[src/sv/dss_pkg.sv]
// Package for the drum step sequencer: request codes, voice trigger types
// and the reset and default constants. No dependencies.
package dss_pkg;

  // Request codes carried in req_type.
  typedef enum logic [2:0] {
    REQ_TICK    = 3'd0,
    REQ_START   = 3'd1,
    REQ_STOP    = 3'd2,
    REQ_SWING   = 3'd3,
    REQ_MUTE    = 3'd4,
    REQ_PATTERN = 3'd5
  } req_type_e;

  // Hat group codes, first set bit wins.
  typedef enum logic [1:0] {
    HAT_NONE = 2'd0,
    HAT_A    = 2'd1,
    HAT_B    = 2'd2
  } hat_sel_e;

  // Tom group codes, first set bit wins.
  typedef enum logic [1:0] {
    TOM_NONE = 2'd0,
    TOM_1    = 2'd1,
    TOM_2    = 2'd2,
    TOM_3    = 2'd3
  } tom_sel_e;

  localparam int unsigned VoiceW    = 9;
  localparam int unsigned PatW      = 4;
  localparam int unsigned StepOutW  = 4;
  localparam int unsigned LenW      = 16;
  localparam int unsigned WaitW     = 17;

  localparam int unsigned StepsDef        = 16;
  localparam int unsigned PatternCountDef = 16;

  localparam logic [LenW-1:0] PauseLenRst = 16'd125;
  localparam logic [3:0]      MuteIdxMax  = 4'd8;

  // Reciprocal of three: floor(x * 43691 / 2^17) == x / 3 for x below 2^17.
  localparam logic [LenW-1:0] ThirdRecip = 16'hAAAB;
  localparam int unsigned     ThirdShift = 17;

  // Decoded voice triggers of one played step.
  typedef struct packed {
    logic     kick;
    logic     snare;
    hat_sel_e hat_select;
    tom_sel_e tom_select;
    logic     bell;
    logic     shaker;
  } voices_t;

endpackage

[src/sv/dss_req_if.sv]
// Request channel of the drum step sequencer: valid/ready plus one request item.
// Depends on nothing.
interface dss_req_if;
  logic       valid;
  logic       ready;
  logic [2:0] req_type;
  logic [8:0] step_bits;
  logic [3:0] mute_index;
  logic [3:0] pattern_number;

  modport source (output valid, req_type, step_bits, mute_index, pattern_number,
                  input ready);
  modport sink (input valid, req_type, step_bits, mute_index, pattern_number,
                output ready);
endinterface

[src/sv/dss_res_if.sv]
// Result channel of the drum step sequencer: valid/ready plus one result item.
// Depends on nothing.
interface dss_res_if;
  logic       valid;
  logic       ready;
  logic       fired;
  logic       kick;
  logic       snare;
  logic [1:0] hat_select;
  logic [1:0] tom_select;
  logic       bell;
  logic       shaker;
  logic [3:0] played_step;
  logic [3:0] next_step;
  logic [3:0] pattern_now;
  logic [8:0] mutes_now;
  logic       answer;

  modport source (output valid, fired, kick, snare, hat_select, tom_select, bell,
                  shaker, played_step, next_step, pattern_now, mutes_now, answer,
                  input ready);
  modport sink (input valid, fired, kick, snare, hat_select, tom_select, bell,
                shaker, played_step, next_step, pattern_now, mutes_now, answer,
                output ready);
endinterface

[src/sv/dss_wait_calc.sv]
// Step wait calculation: straight or swung step length, minus one.
// Depends on dss_pkg.
module dss_wait_calc (
  input  logic [dss_pkg::LenW-1:0]  len_i,
  input  logic                      swing_i,
  input  logic                      odd_i,
  output logic [dss_pkg::WaitW-1:0] wait_o
);

  localparam int unsigned ProdW = 2 * dss_pkg::LenW + 1;

  logic [ProdW-1:0]           prod;
  logic [dss_pkg::LenW-2:0]   third;
  logic [dss_pkg::LenW-1:0]   triple;
  logic [1:0]                 rem;
  logic [dss_pkg::WaitW-1:0]  len_sel;

  // Divide by three through the reciprocal; the remainder is at most two.
  assign prod   = ProdW'(len_i) * ProdW'(dss_pkg::ThirdRecip);
  assign third  = prod[dss_pkg::ThirdShift +: (dss_pkg::LenW - 1)];
  assign triple = dss_pkg::LenW'({third, 1'b0}) + dss_pkg::LenW'(third);
  assign rem    = 2'(len_i - triple);

  // Without swing every step is L; with swing, even steps are long (L + L/3), odd steps short (2L/3).
  always_comb begin
    if (!swing_i) begin
      len_sel = dss_pkg::WaitW'(len_i);
    end else if (!odd_i) begin
      len_sel = dss_pkg::WaitW'(len_i) + dss_pkg::WaitW'(third);
    end else begin
      len_sel = dss_pkg::WaitW'({third, 1'b0}) + dss_pkg::WaitW'(rem == 2'd2);
    end
  end

  assign wait_o = (len_sel == '0) ? '0 : len_sel - dss_pkg::WaitW'(1);

endmodule

[src/sv/dss_voice_decode.sv]
// Voice trigger decode of a masked trigger word, with priority inside the
// hat and tom groups. Depends on dss_pkg.
module dss_voice_decode (
  input  logic [dss_pkg::VoiceW-1:0] trig_i,
  output dss_pkg::voices_t           voices_o
);

  always_comb begin
    voices_o.kick   = trig_i[0];
    voices_o.snare  = trig_i[1];
    voices_o.bell   = trig_i[7];
    voices_o.shaker = trig_i[8];

    // Lower bit wins within the hat group.
    if (trig_i[2]) begin
      voices_o.hat_select = dss_pkg::HAT_A;
    end else if (trig_i[3]) begin
      voices_o.hat_select = dss_pkg::HAT_B;
    end else begin
      voices_o.hat_select = dss_pkg::HAT_NONE;
    end

    // Lower bit wins within the tom group.
    if (trig_i[4]) begin
      voices_o.tom_select = dss_pkg::TOM_1;
    end else if (trig_i[5]) begin
      voices_o.tom_select = dss_pkg::TOM_2;
    end else if (trig_i[6]) begin
      voices_o.tom_select = dss_pkg::TOM_3;
    end else begin
      voices_o.tom_select = dss_pkg::TOM_NONE;
    end
  end

endmodule

[src/sv/drum_step_sequencer.sv]
// Drum step sequencer: a request item enters an input register; once the result
// register is free, the item updates the sequencer state and loads the result
// register. Every request item gives exactly one result item. Throughput is one
// item per clock while the sink takes every result; an item passes the input
// register and then the result register, and the result register holds the item
// until it is taken. The result register takes a new item whenever the current
// one is taken in the same cycle, so a stalled sink leaves at most two items in the block.
// Depends on dss_pkg, dss_req_if, dss_res_if, dss_wait_calc, dss_voice_decode.
module drum_step_sequencer #(
  parameter int unsigned STEPS         = dss_pkg::StepsDef,
  parameter int unsigned PATTERN_COUNT = dss_pkg::PatternCountDef
) (
  input  logic                     clk_i,
  input  logic                     rst_ni,
  input  logic                     cfg_we_i,
  input  logic [dss_pkg::LenW-1:0] cfg_wdata_i,
  dss_req_if.sink                  req_i,
  dss_res_if.source                res_o
);

  localparam int unsigned StepW = $clog2(STEPS);
  localparam logic [StepW-1:0] LastStep = StepW'(STEPS - 1);
  localparam int unsigned PcW = dss_pkg::PatW + 1;

  // Configuration and sequencer state.
  logic [dss_pkg::LenW-1:0]   pause_len_q;
  logic                       running_q, running_d;
  logic                       swing_q, swing_d;
  logic [StepW-1:0]           step_q, step_d;
  logic [dss_pkg::WaitW-1:0]  wait_q, wait_d;
  logic [dss_pkg::VoiceW-1:0] active_mask_q, active_mask_d;
  logic [dss_pkg::VoiceW-1:0] pending_mask_q, pending_mask_d;
  logic [dss_pkg::PatW-1:0]   active_pat_q, active_pat_d;
  logic                       pend_valid_q, pend_valid_d;
  logic [dss_pkg::PatW-1:0]   pending_pat_q, pending_pat_d;

  // Input register.
  logic                       in_valid_q;
  logic [2:0]                 req_type_q;
  logic [dss_pkg::VoiceW-1:0] step_bits_q;
  logic [3:0]                 mute_index_q;
  logic [dss_pkg::PatW-1:0]   pattern_number_q;

  // Result register.
  logic                       out_valid_q;
  logic                       fired_q, fired_d;
  dss_pkg::voices_t           voices_q, voices_d;
  logic [StepW-1:0]           played_q, played_d;
  logic                       answer_q, answer_d;
  logic [dss_pkg::StepOutW-1:0] next_step_q;
  logic [dss_pkg::PatW-1:0]   pattern_now_q;
  logic [dss_pkg::VoiceW-1:0] mutes_now_q;

  logic                       advance;
  logic [dss_pkg::WaitW-1:0]  step_wait;
  logic [dss_pkg::VoiceW-1:0] trig;
  dss_pkg::voices_t           voices_dec;
  logic [dss_pkg::VoiceW-1:0] mute_bit;
  logic                       pat_ok;

  // Handshake: the item in the input register moves when the result slot frees.
  assign advance     = in_valid_q && (!out_valid_q || res_o.ready);
  assign req_i.ready = !in_valid_q || advance;

  // Configuration register.
  always_ff @(posedge clk_i or negedge rst_ni) begin
    if (!rst_ni) begin
      pause_len_q <= dss_pkg::PauseLenRst;
    end else if (cfg_we_i) begin
      pause_len_q <= cfg_wdata_i;
    end
  end

  // Input register.
  always_ff @(posedge clk_i or negedge rst_ni) begin
    if (!rst_ni) begin
      in_valid_q <= 1'b0;
    end else if (req_i.ready) begin
      in_valid_q <= req_i.valid;
    end
  end

  always_ff @(posedge clk_i) begin
    if (req_i.valid && req_i.ready) begin
      req_type_q       <= req_i.req_type;
      step_bits_q      <= req_i.step_bits;
      mute_index_q     <= req_i.mute_index;
      pattern_number_q <= req_i.pattern_number;
    end
  end

  // Wait of the current step and voice decode of the masked trigger word.
  dss_wait_calc u_wait_calc (
    .len_i   (pause_len_q),
    .swing_i (swing_q),
    .odd_i   (step_q[0]),
    .wait_o  (step_wait)
  );

  assign trig = step_bits_q & ~active_mask_q;

  dss_voice_decode u_voice_decode (
    .trig_i   (trig),
    .voices_o (voices_dec)
  );

  assign mute_bit = dss_pkg::VoiceW'(1) << mute_index_q;
  assign pat_ok   = (PcW'(pattern_number_q) < PcW'(PATTERN_COUNT))
                    && (pattern_number_q != active_pat_q);

  // Request handling and next state.
  always_comb begin
    running_d      = running_q;
    swing_d        = swing_q;
    step_d         = step_q;
    wait_d         = wait_q;
    active_mask_d  = active_mask_q;
    pending_mask_d = pending_mask_q;
    active_pat_d   = active_pat_q;
    pend_valid_d   = pend_valid_q;
    pending_pat_d  = pending_pat_q;
    fired_d        = 1'b0;
    voices_d       = '0;
    played_d       = '0;
    answer_d       = 1'b0;

    case (dss_pkg::req_type_e'(req_type_q))
      dss_pkg::REQ_TICK: begin
        if (running_q) begin
          if (wait_q != '0) begin
            wait_d = wait_q - dss_pkg::WaitW'(1);
          end else begin
            wait_d   = step_wait;
            fired_d  = 1'b1;
            played_d = step_q;
            voices_d = voices_dec;
            if (step_q == LastStep) begin
              // Bar wrap: pending mutes and pattern take effect.
              step_d         = '0;
              active_mask_d  = active_mask_q ^ pending_mask_q;
              pending_mask_d = '0;
              if (pend_valid_q) begin
                active_pat_d = pending_pat_q;
                pend_valid_d = 1'b0;
              end
            end else begin
              step_d = step_q + StepW'(1);
            end
          end
        end
      end
      dss_pkg::REQ_START: begin
        running_d = 1'b1;
        step_d    = '0;
        wait_d    = '0;
        answer_d  = 1'b1;
      end
      dss_pkg::REQ_STOP: begin
        running_d = 1'b0;
      end
      dss_pkg::REQ_SWING: begin
        swing_d  = !swing_q;
        answer_d = !swing_q;
      end
      dss_pkg::REQ_MUTE: begin
        if (mute_index_q <= dss_pkg::MuteIdxMax) begin
          if (running_q) begin
            pending_mask_d = pending_mask_q ^ mute_bit;
            answer_d       = |(pending_mask_d & mute_bit);
          end else begin
            active_mask_d = active_mask_q ^ mute_bit;
            answer_d      = |(active_mask_d & mute_bit);
          end
        end
      end
      dss_pkg::REQ_PATTERN: begin
        if (pat_ok) begin
          if (running_q) begin
            pending_pat_d = pattern_number_q;
            pend_valid_d  = 1'b1;
          end else begin
            active_pat_d = pattern_number_q;
          end
          answer_d = 1'b1;
        end
      end
      default: begin
      end
    endcase
  end

  // Sequencer state registers, updated as an item moves to the result.
  always_ff @(posedge clk_i or negedge rst_ni) begin
    if (!rst_ni) begin
      running_q      <= 1'b0;
      swing_q        <= 1'b0;
      step_q         <= '0;
      wait_q         <= '0;
      active_mask_q  <= '0;
      pending_mask_q <= '0;
      active_pat_q   <= '0;
      pend_valid_q   <= 1'b0;
      pending_pat_q  <= '0;
    end else if (advance) begin
      running_q      <= running_d;
      swing_q        <= swing_d;
      step_q         <= step_d;
      wait_q         <= wait_d;
      active_mask_q  <= active_mask_d;
      pending_mask_q <= pending_mask_d;
      active_pat_q   <= active_pat_d;
      pend_valid_q   <= pend_valid_d;
      pending_pat_q  <= pending_pat_d;
    end
  end

  // Result register.
  always_ff @(posedge clk_i or negedge rst_ni) begin
    if (!rst_ni) begin
      out_valid_q <= 1'b0;
    end else if (advance) begin
      out_valid_q <= 1'b1;
    end else if (res_o.ready) begin
      out_valid_q <= 1'b0;
    end
  end

  always_ff @(posedge clk_i) begin
    if (advance) begin
      fired_q       <= fired_d;
      voices_q      <= voices_d;
      played_q      <= played_d;
      answer_q      <= answer_d;
      next_step_q   <= dss_pkg::StepOutW'(step_d);
      pattern_now_q <= active_pat_d;
      mutes_now_q   <= active_mask_d;
    end
  end

  assign res_o.valid       = out_valid_q;
  assign res_o.fired       = fired_q;
  assign res_o.kick        = voices_q.kick;
  assign res_o.snare       = voices_q.snare;
  assign res_o.hat_select  = voices_q.hat_select;
  assign res_o.tom_select  = voices_q.tom_select;
  assign res_o.bell        = voices_q.bell;
  assign res_o.shaker      = voices_q.shaker;
  assign res_o.played_step = dss_pkg::StepOutW'(played_q);
  assign res_o.next_step   = next_step_q;
  assign res_o.pattern_now = pattern_now_q;
  assign res_o.mutes_now   = mutes_now_q;
  assign res_o.answer      = answer_q;

endmodule

[src/flat_wrapper.sv]
// flat-port wrapper written by rule: the top's interface ports become plain ports
module drum_step_sequencer_flat 
#(
  parameter int unsigned STEPS         = dss_pkg::StepsDef,
  parameter int unsigned PATTERN_COUNT = dss_pkg::PatternCountDef
)
  (clk_i, rst_ni, cfg_we_i, cfg_wdata_i, req_i_valid, req_i_req_type, req_i_step_bits, req_i_mute_index, req_i_pattern_number, req_i_ready, res_o_valid, res_o_fired, res_o_kick, res_o_snare, res_o_hat_select, res_o_tom_select, res_o_bell, res_o_shaker, res_o_played_step, res_o_next_step, res_o_pattern_now, res_o_mutes_now, res_o_answer, res_o_ready);
  dss_req_if req_i_i ();
  dss_res_if res_o_i ();
  input  logic clk_i;
  input  logic rst_ni;
  input  logic cfg_we_i;
  input  logic [dss_pkg::LenW-1:0] cfg_wdata_i;
  input wire logic [$bits(req_i_i.valid)-1:0] req_i_valid;
  input wire logic [$bits(req_i_i.req_type)-1:0] req_i_req_type;
  input wire logic [$bits(req_i_i.step_bits)-1:0] req_i_step_bits;
  input wire logic [$bits(req_i_i.mute_index)-1:0] req_i_mute_index;
  input wire logic [$bits(req_i_i.pattern_number)-1:0] req_i_pattern_number;
  output wire logic [$bits(req_i_i.ready)-1:0] req_i_ready;
  output wire logic [$bits(res_o_i.valid)-1:0] res_o_valid;
  output wire logic [$bits(res_o_i.fired)-1:0] res_o_fired;
  output wire logic [$bits(res_o_i.kick)-1:0] res_o_kick;
  output wire logic [$bits(res_o_i.snare)-1:0] res_o_snare;
  output wire logic [$bits(res_o_i.hat_select)-1:0] res_o_hat_select;
  output wire logic [$bits(res_o_i.tom_select)-1:0] res_o_tom_select;
  output wire logic [$bits(res_o_i.bell)-1:0] res_o_bell;
  output wire logic [$bits(res_o_i.shaker)-1:0] res_o_shaker;
  output wire logic [$bits(res_o_i.played_step)-1:0] res_o_played_step;
  output wire logic [$bits(res_o_i.next_step)-1:0] res_o_next_step;
  output wire logic [$bits(res_o_i.pattern_now)-1:0] res_o_pattern_now;
  output wire logic [$bits(res_o_i.mutes_now)-1:0] res_o_mutes_now;
  output wire logic [$bits(res_o_i.answer)-1:0] res_o_answer;
  input wire logic [$bits(res_o_i.ready)-1:0] res_o_ready;
  assign req_i_i.valid = req_i_valid;
  assign req_i_i.req_type = req_i_req_type;
  assign req_i_i.step_bits = req_i_step_bits;
  assign req_i_i.mute_index = req_i_mute_index;
  assign req_i_i.pattern_number = req_i_pattern_number;
  assign req_i_ready = req_i_i.ready;
  assign res_o_valid = res_o_i.valid;
  assign res_o_fired = res_o_i.fired;
  assign res_o_kick = res_o_i.kick;
  assign res_o_snare = res_o_i.snare;
  assign res_o_hat_select = res_o_i.hat_select;
  assign res_o_tom_select = res_o_i.tom_select;
  assign res_o_bell = res_o_i.bell;
  assign res_o_shaker = res_o_i.shaker;
  assign res_o_played_step = res_o_i.played_step;
  assign res_o_next_step = res_o_i.next_step;
  assign res_o_pattern_now = res_o_i.pattern_now;
  assign res_o_mutes_now = res_o_i.mutes_now;
  assign res_o_answer = res_o_i.answer;
  assign res_o_i.ready = res_o_ready;
  drum_step_sequencer #(.STEPS(STEPS), .PATTERN_COUNT(PATTERN_COUNT)) u_core (.clk_i(clk_i), .rst_ni(rst_ni), .cfg_we_i(cfg_we_i), .cfg_wdata_i(cfg_wdata_i), .req_i(req_i_i), .res_o(res_o_i));
endmodule
[config.mk]
export PLATFORM = sky130hd
export DESIGN_NAME = drum_step_sequencer_flat
export DESIGN_NICKNAME = d
export VERILOG_FILES = /design/src/sv/dss_pkg.sv /design/src/sv/dss_req_if.sv /design/src/sv/dss_res_if.sv /design/src/sv/dss_wait_calc.sv /design/src/sv/dss_voice_decode.sv /design/src/sv/drum_step_sequencer.sv /design/src/flat_wrapper.sv
export SDC_FILE = /design/constraint.sdc
export NUM_CORES = 1
export LEC_CHECK = 0
export ABC_AREA = 0
export BUFFER_PORTS_ARGS = -buffer_cell sky130_fd_sc_hd__buf_2
export CAP_MARGIN = 40
export CORE_MARGIN = 1.5
export CORE_UTILIZATION = 64
export CTS_BUF_LIST = sky130_fd_sc_hd__clkbuf_8
export DETAILED_ROUTE_END_ITERATION = 10
export HOLD_SLACK_MARGIN = 0.08
export PLACE_DENSITY = 0.89
export REMOVE_ABC_BUFFERS = 1
export SLEW_MARGIN = 25
export SYNTH_ARGS = -nofsm -noshare
export SYNTH_HDL_FRONTEND = slang
export SYNTH_SLANG_ARGS = --single-unit
[constraint.sdc]
create_clock -name clk_i -period 9.62 [get_ports clk_i]
set_clock_uncertainty 0.05 [all_clocks]
set_input_delay 1.924 -clock clk_i [delete_from_list [all_inputs] [get_ports clk_i]]
set_output_delay 1.924 -clock clk_i [all_outputs]
set_load 0.02 [all_outputs]
### After elaboration in Yosys (flattened, before gate mapping)

Cells that the tools add are included.

| word-level totals | value |
|---|---|
| register bits | 119 |
| latch bits | 0 |
| logic and storage cells | 139 |
| bits in writable memories | 0 |
| ROM bits | 0 |
| memories kept | 0 |
| bits of input ports | 41 |
| output and inout port bits | 33 |

| operators by class | value |
|---|---|
| $lt $le $gt $ge | 1 |
| reduce and logical (&&, ||, !) cells | 27 |
| muxes and demuxes | 48 |
| equality and inequality tests | 15 |
| $add $sub $neg | 7 |
| shift-type cells | 1 |
| bitwise gates (word level) | 9 |
| multipliers | 1 |
| div/mod/pow operators | 0 |

Operators by type and width:

| cell | count |
|---|---|
| 9-bit two-way mux | 10 |
| 17-bit two-way mux | 5 |
| 4-bit two-way mux | 9 |
| 9-bit one-hot mux with 2 select lines | 2 |
| 17-bit one-hot mux with 2 select lines | 1 |
| 17-bit by 1-bit subtractor with 17-bit output, second input constant | 2 |
| 16-bit by 16-bit multiplier with 32-bit output, second input constant | 1 |
| 9-bit AND | 3 |
| 9-bit XOR | 3 |
| 9-bit OR reduction | 2 |
| 16-bit by 1-bit adder with 17-bit output | 1 |
| 16-bit by 15-bit adder with 17-bit output | 1 |
| 17-bit logical NOT | 1 |
| 17-bit nonzero test | 1 |
| 4-bit one-hot mux with 2 select lines | 2 |
| 7-bit AND reduction | 2 |
| 1-bit two-way mux | 13 |
| 2-bit by 1-bit != test with 1-bit output, second input constant | 6 |
| 2-bit nonzero test | 5 |
| 9-bit NOT | 1 |
| 1-bit by 4-bit << shifter with 9-bit output, first input constant | 1 |
| 4-bit OR reduction | 2 |
| 3-bit by 2-bit equality test with 1-bit output, second input constant | 2 |
| 3-bit equality test, second input constant | 2 |
| 21 further kinds | 31 |

### Logic depth before layout (Yosys ltp)

Gate-level depths: netlist of the first run.

| depth | value |
|---|---|
| depth after elaboration | 12 |
| gate-level depth with buffers | 33 |
| mapped depth without buffers | 31 |

### Hierarchy

Synthesis of the first run repeated with hierarchy kept, for this count alone.

| unflattened totals | value |
|---|---|
| cells, all modules | 1410 |
| area total of the unflattened synthesis | 13150.1 um2 |

Modules (own cells, without submodules):

| module | cells an instance | times used | seq. area each (um2) | area an instance (um2) |
|---|---|---|---|---|
| dss_wait_calc | 805 | 1 | 0.0 | 6653.9 |
| drum_step_sequencer | 595 | 1 | 3240.6 | 6433.7 |
| dss_voice_decode | 10 | 1 | 0.0 | 62.6 |

### Least setup slack after synthesis of the first run

OpenSTA, ideal clock, no wires.

| timing path | value |
|---|---|
| path type | register to register |
| start point | register u_core.pause_len_q[1] (netlist bit) |
| end point | register u_core.wait_q[2] (netlist bit) |
| period minus slack after synthesis | 8.121 ns |
| required time | 9.438 ns |
| path buffers | 1 |
| cell stages (with the launch flop) | 32 |
| slack | 1.499 ns |
| arrival time | 7.940 ns |
| library setup time | 0.132 ns |
| path through | dfrtp_1 > ha_1 > xor2_1 > ha_1 > inv_1 > fa_1 > inv_1 > fa_1 > fa_1 > inv_1 > fa_1 > inv_1 > ha_1 > a21oi_1 > o21ai_0 > a211oi_1 > nand2_1 > xor2_1 > ha_1 > inv_1 > fa_1 > nor2b_1 > o2111ai_1 > a211oi_1 > o21ai_1 > nor3b_1 > a211oi_2 > or3b_4 > or2_4 > o41ai_4 > buf_6 > o221ai_2 |

| on the way | value |
|---|---|
| longest elaborated chain between the ends | 12 |
| elaborated cells on any way between the ends | 14 |
| classes of those cells | 5 x add/sub; 1 x mul; 1 x eq/ne; 6 x mux; 1 x reduce/logical |

RTL lines:

| element | line | RTL |
|---|---|---|
| start, declared | drum_step_sequencer.sv:26 | `logic [dss_pkg::LenW-1:0] pause_len_q;` |
| start signal, assigned | drum_step_sequencer.sv:68 | `pause_len_q <= dss_pkg::PauseLenRst;` |
| start signal, assigned | drum_step_sequencer.sv:70 | `pause_len_q <= cfg_wdata_i;` |
| 16-bit by 16-bit multiplier with 32-bit output | dss_wait_calc.sv:19 | `assign prod = ProdW'(len_i) * ProdW'(dss_pkg::ThirdRecip);` |
| 2-bit adder | dss_wait_calc.sv:21 | `assign triple = dss_pkg::LenW'({third, 1'b0}) + dss_pkg::LenW'(third);` |
| 2-bit subtractor | dss_wait_calc.sv:22 | `assign rem = 2'(len_i - triple);` |
| 2-bit equality test | dss_wait_calc.sv:31 | `len_sel = dss_pkg::WaitW'({third, 1'b0}) + dss_pkg::WaitW'(rem == 2'd2);` |
| 16-bit by 1-bit adder with 17-bit output | dss_wait_calc.sv:31 |  |
| 17-bit two-way mux | dss_wait_calc.sv:28 | `end else if (!odd_i) begin` |
| 17-bit two-way mux (*) | dss_wait_calc.sv:26 | `if (!swing_i) begin` |
| 17-bit by 1-bit subtractor with 17-bit output / 17-bit logical NOT (equally long branches) | dss_wait_calc.sv:35 | `assign wait_o = (len_sel == '0) ? '0 : len_sel - dss_pkg::WaitW'(1);` |
| 17-bit two-way mux (*) | dss_wait_calc.sv:35 |  |
| 17-bit two-way mux (*) | drum_step_sequencer.sv:130 | `if (wait_q != '0) begin` |
| 17-bit two-way mux (*) | drum_step_sequencer.sv:129 | `if (running_q) begin` |
| 17-bit one-hot mux with 2 select lines (*) | drum_step_sequencer.sv:127 | `case (dss_pkg::req_type_e'(req_type_q))` |
| end signal, assigned | drum_step_sequencer.sv:208 | `wait_q <= wait_d;` |
| end, declared | drum_step_sequencer.sv:30 | `logic [dss_pkg::WaitW-1:0] wait_q, wait_d;` |

Mark *: on every way between the ends. The rest lies on a longest branch, timed or not. The select of a mux whose other input is x is not followed.
A chain may end at the register's enable or synchronous reset.

### Worst setup path after layout of the first run

| timing path | value |
|---|---|
| start point | register u_core.pause_len_q[3] (netlist bit) |
| end point | register u_core.wait_q[11] (netlist bit) |

Same word-level chain as after synthesis.

==> flow_summary.ini, run 1 <==
[job]
maxCapViolCount = 0

[outcome]
status = finished with violations
failed_checks = design-rule violations

[drt]
drc = 2
drtAntennaViolNets = 0
avgRoutedWirePerCell_um = 18.9
wl_um = 31900
drtIter0Drc = 1022
vias = 10500
dr.pass1.iters = 9
vias_per_cell = 6.22

[yosys]
synth_fa_ha_area_frac = 0.297
synth_compound_area_frac = 0.149
ys_warn_count = 0
yosys.area_share.simple = 0.154
synth-edff-count = 51
syn_area_per_cell_um2 = 9.16
seq_area_frac_synth = 0.261
synth.lib_cells_used.distinct = 86
synth_top_flop_cell = dfrtp_1
synth-seq-cells = 119
syn_inst = 1353
synthesis.area_um2 = 12400
ys_async_sr_fraction = 0.571
synth_xor_area_frac = 0.0386
muxShareOfSynthArea = 0.0214
synth_top_family_by_area = adder cells

[critical_path]
critPathKind = reg2reg
critical_path_required_ns = 9.90
crit_arrival_ns = 9.26
slowest_delay_ns = 0.63
crit_fanout = 7
end_kind = flip-flop
slowest_stage = dfstp_2
startpoint_type = flip-flop

[floorplan]
dieArea_um2 = 20200
initial_utilization = 0.658
ios = 74
rows = 50
die_w_um = 142
die_h_um = 142
fp.coreArea_um2 = 18800

[hold_path]
hold_class = reg2reg

[placement]
dpl.hpwl_um = 25000
port_buffers = 73
gp_congestion = 0.951
dpl.cell_count = 1653

[timing]
fin_crit_sh = 0.934
fmax_mhz = 111
fin_crit_ns = 8.99
relSlewSlack = 0.494
drv_slew = 0
finalHoldViolations = 0
finalSetupViolations = 0
tightest_slew_ns = 0.756

[clock_network]
clock-sinks = 119
clk_pin_slew_ns = 0.08
clock_latency_ns = 0.48
postCtsSetupRepairBufs = 0
clock_path_buffers = 2
cts_tree = done
hold_buffers = 0
cts_max_level = 4
clock-root-buffer = clkbuf_8
numCtsBuffers = 17
post_cts_resized = 0

[global_routing]
grt_max_degree = 53
grt_usage = 0.332
grt_pass1_wl_um = 51700
grt_pass1_vias = 10200
grt.overflow.total = 0
grt_antenna_before_repair = 0

[final_layout]
diodes = 0
syn_to_final_growth_pct = 8.53
fin_cells = 1689
fillCellCount = 1366
finalNetCount = 1705
drive_gt1_frac = 0.124
## final timing paths
check                                   endpoint  cells past startpoint             startpoint  slack (ns)
setup / recovery               u_core.wait_q[11]                     31  u_core.pause_len_q[3]        0.63
hold / removal                u_core.res_o.valid                      1      u_core.in_valid_q        0.46
setup reg to reg               u_core.wait_q[11]                     31  u_core.pause_len_q[3]        0.63
hold reg to reg               u_core.res_o.valid                      1      u_core.in_valid_q        0.46
max in group asynchronous  u_core.pause_len_q[0]                      3                 rst_ni        7.53
min in group asynchronous  u_core.pause_len_q[8]                      2                 rst_ni        1.37
## metrics by stage
stage	setup WS [ns]	utilization	setup TNS, ns	hold slack (ns)	area [µm²]
2_1_floorplan	1.33	-	0	0.407	12200
3_3_place_gp	0.769	0.687	0	0.428	12900
3_5_place_dp	0.516	0.691	0	0.450	13000
4_1_cts	0.440	0.712	0	0.468	13400
5_1_grt	-0.000688	0.714	-0.000688	0.477	13500
6_report	0.633	0.714	0	0.463	13500
## kinds of logic after synthesis
family	count (synthesis)
XOR/XNOR	53
adder cells (fa/ha/maj)	248
flip-flops	119
multiplexers	24
AND/OR/NAND/NOR	374
AO/OA/AOI/OAI	283
buffers and inverters	252
## cells in the final DEF, fill, tap and decap left out, drive strengths merged, types with 19 or more instances in the layout
cell	instances
inv	211
ha	171
nand2	116
o21ai	91
buf	88
fa	77
a21oi	73
dfrtp	62
nor2	62
edfxtp	51
nor3	36
nand3	36
xor2	30
xnor2	22
mux2	20
nor4	19
## registers in the layout (all words and copies together) (netlist names), 9 cells and up
register,cells
u_core.wait_q,17
u_core.active_mask_q,9
u_core.pause_len_q,16
u_core.res_o.mutes_now,9
u_core.step_bits_q,9
u_core.pending_mask_q,9
## synth_stat cells (17+ instances only)
library cell    n  area [µm²]
clkbuf_1       30         113
nor4_1         17         106
ha_1          171        2140
fa_1           77        1540
nor3_1         36         180
inv_1         206         773
xnor2_1        22         193
nor2_1         60         225
a21oi_1        72         360
mux2_2         20         225
edfxtp_1       51        1530
o21ai_0        74         370
nand3_1        35         175
nand2_1       116         435
xor2_1         30         263
dfrtp_1        62        1550
## worst max-delay path: cells and delay by family, from the launching register on
| kind | cells | cell delay (ns) |
|---|---|---|
| fa+ha+maj | 9 | 3.70 |
| compound gates | 10 | 2.68 |
| simple gates | 4 | 0.77 |
| flops | 1 | 0.63 |
| xor+xnor | 2 | 0.53 |
| buf+inv | 6 | 0.49 |
## area by class of cell
class / count / area [µm²] / share of cell area
Inverter: 207 / 777 / 0.0578
Timing Repair Buffer: 89 / 514 / 0.0382
Sequential cell: 119 / 3240 / 0.241
Clock inverter: 15 / 169 / 0.0126
Tap cell: 260 / 325 / 0.0242
Clock buffer: 17 / 234 / 0.0174
Multi-Input combinational cell: 982 / 8190 / 0.609
## per-layer routing
layer | routed length, µm | part of all wire | global-route usage
met3 | 2970 | 0.093 | 0.0730
met4 | 1020 | 0.032 | 0.101
met5 | 0 | 0 | 0
met2 | 14500 | 0.45 | 0.538
met1 | 13500 | 0.42 | 0.447
Power of run 1 is not shown: default switching activity piles up to over one toggle a cycle in this logic, so the estimate is an artifact.
==> run 2: changes to the inputs <==
ABC_AREA = 1   (was 0)
CORE_UTILIZATION = 66   (was 64)
PLACE_DENSITY = 0.91   (was 0.89)
clock period = 10.5 ns   (was 9.62 ns; I/O delays follow)
==> flow_summary.ini, run 2 <==
[outcome]
status = complete, no violations

[drt]
vias = 12500
drc = 0
dr.pass1.iters = 6
wl_um = 39500
drtIter0Drc = 1055
drtAntennaViolNets = 0
vias_per_cell = 5.66
avgRoutedWirePerCell_um = 17.8

[critical_path]
critPathMostFrequentCell = nand2_1
crit_arrival_ns = 8.52
critPathKind = reg2reg
slowest_stage = dfrtp_1
r2r_start = u_core.pause_len_q[1]
r2r_setup_slack_ns = 2.28
startpoint_type = flip-flop
slowest_delay_ns = 0.68
end_kind = flip-flop
r2r_end = u_core.wait_q[7]
reg2regPathDepth = 44
crit_fanout = 12
critical_path_required_ns = 10.80

[timing]
relSlewSlack = 0.479
rsz0062_at_grt = no
setup_tns_ns = 0
finalSetupViolations = 0
fmax_mhz = 122
tightest_slew_ns = 0.775
fin_crit_sh = 0.783
fin_crit_ns = 8.22
finalHoldViolations = 0
drv_slew = 0

[final_layout]
drive_gt1_frac = 0.0822
largest-register = u_core.wait_q
finalNetCount = 2222
final_common_cell = nand2_1
largest_reg_flops = 17
multi_input_comb_area_um2 = 8480
regArea_um2 = 3240
syn_to_final_growth_pct = 8.28
mostFrequentLayoutCells = nand2_1, inv_1, ha_1, nor2_1, nand3_1
top_regs = u_core.wait_q (17), u_core.pause_len_q (16)
fillCellCount = 1512

[yosys]
synthesis.area_um2 = 13400
synth_area_leader_cell = ha_1
synth_top_family_by_area = adder cells
muxShareOfSynthArea = 0
yosys-top-cells-count = nand2_1, inv_1, ha_1
seq_area_frac_synth = 0.242
synth_top_flop_cell = dfrtp_1
syn_inst = 1853
yosys.area_share.simple = 0.267
synth-seq-cells = 119
syn_area_per_cell_um2 = 7.23
synth.lib_cells_used.distinct = 53
ys_warn_count = 0
synth-edff-count = 51
synth_xor_area_frac = 0.0216
synth_fa_ha_area_frac = 0.275
synth_most_common_cell = nand2_1
synth_compound_area_frac = 0.0696
synthTopCellsByArea = ha_1, nand2_1, dfrtp_1
synth_top_area_share = 0.160
ys_async_sr_fraction = 0.571

[floorplan]
die_w_um = 146
fp.coreArea_um2 = 19700
dieArea_um2 = 21200
rows = 51
die_h_um = 146
initial_utilization = 0.680
ios = 74

[placement]
port_buffers = 73
dpl.hpwl_um = 32200
gp_congestion = 1.03

[job]
maxCapViolCount = 0

[global_routing]
grt_max_degree = 69
grt_antenna_before_repair = 1
grt_pass1_wl_um = 63800
grt.overflow.total = 0
grt_pass1_vias = 12800
grt_usage = 0.384

[hold_path]
hold-path-cell-count = 2
hold_class = reg2reg
hold_end = u_core.pending_pat_q[1]
worstHoldStart = u_core.pending_pat_q[1]

[clock_network]
clock_latency_ns = 0.46
cts_max_level = 4
clock_path_buffers = 2
clock-root-buffer = clkbuf_8
numCtsBuffers = 17
postCtsSetupRepairBufs = 0
clk_pin_slew_ns = 0.10
cts_tree = done
hold_buffers = 0
post_cts_resized = 0
clock-sinks = 119
-- run 2: cell types whose count changed in the layout (fill, tap and decap cells not counted), sizes merged, moves of 21 or more --
cell   change
nand2    +403
inv      +218
nand3     +86
nor2      +82
a21oi     -36
nor3      -21
-- run 2: logic make-up after synthesis --
| kind of cell | Yosys count |
|---|---|
| buffers and inverters | 445 |
| AND/OR/NAND/NOR | 846 |
| XOR/XNOR | 33 |
| AO/OA/AOI/OAI | 162 |
| adder cells (fa/ha/maj) | 248 |
| flip-flops | 119 |
-- run 2: area by class of cell --
cell class / instances / share of cell area
well taps: 265 / 0.0228
repair buffers: 80 / 0.0303
multi-input cells: 1289 / 0.584
flip-flops and latches: 119 / 0.223
inverters: 426 / 0.110
clock buffers: 17 / 0.0161
clock inverters: 15 / 0.0124
diodes: 1 / 0.000172
-- run 2: worst max-delay path by stage --
stage | from | endpoint | slack [ns]
global route | u_core.pause_len_q[1] | u_core.wait_q[7] | 1.72
detailed placement | u_core.pause_len_q[1] | u_core.wait_q[7] | 2.38
finish | u_core.pause_len_q[1] | u_core.wait_q[7] | 2.28
global placement | u_core.pause_len_q[1] | u_core.wait_q[5] | 2.50
floorplan | u_core.pause_len_q[1] | u_core.wait_q[5] | 3.54
CTS | u_core.pause_len_q[1] | u_core.wait_q[7] | 2.35
-- run 2: layer usage --
layer / share of wire / track usage / up-vias
li1: - / - / 5957
met1: 0.39 / 0.455 / 5853
met2: 0.48 / 0.665 / 553
met3: 0.071 / 0.0712 / 159
met4: 0.054 / 0.201 / 0
met5: 0 / 0 / -
-- run 2: critical path, delay by kind of cell, from the launching register on --
family / cells / cell delay [ns]
xor gates and xnor gates: 1 / 0.22
AOI/OAI and AO/OA: 1 / 0.12
DFF: 1 / 0.68
adders and majority gates: 9 / 3.82
and+or+nand+nor: 22 / 2.49
buffers and inverters: 11 / 0.72
-- run 2: stage by stage --
stage	setup WS, ns	utilization	hold slack (ns)	cell area (µm²)	cells
2_1_floorplan	3.54	-	0.404	13300	1834
3_3_place_gp	2.50	0.712	0.422	14000	2175
3_5_place_dp	2.38	0.713	0.441	14100	2176
4_1_cts	2.35	0.734	0.470	14500	2208
5_1_grt	1.72	0.736	0.495	14500	2212
6_report	2.28	0.736	0.472	14500	2212
Power of run 2 is left out for the same reason.
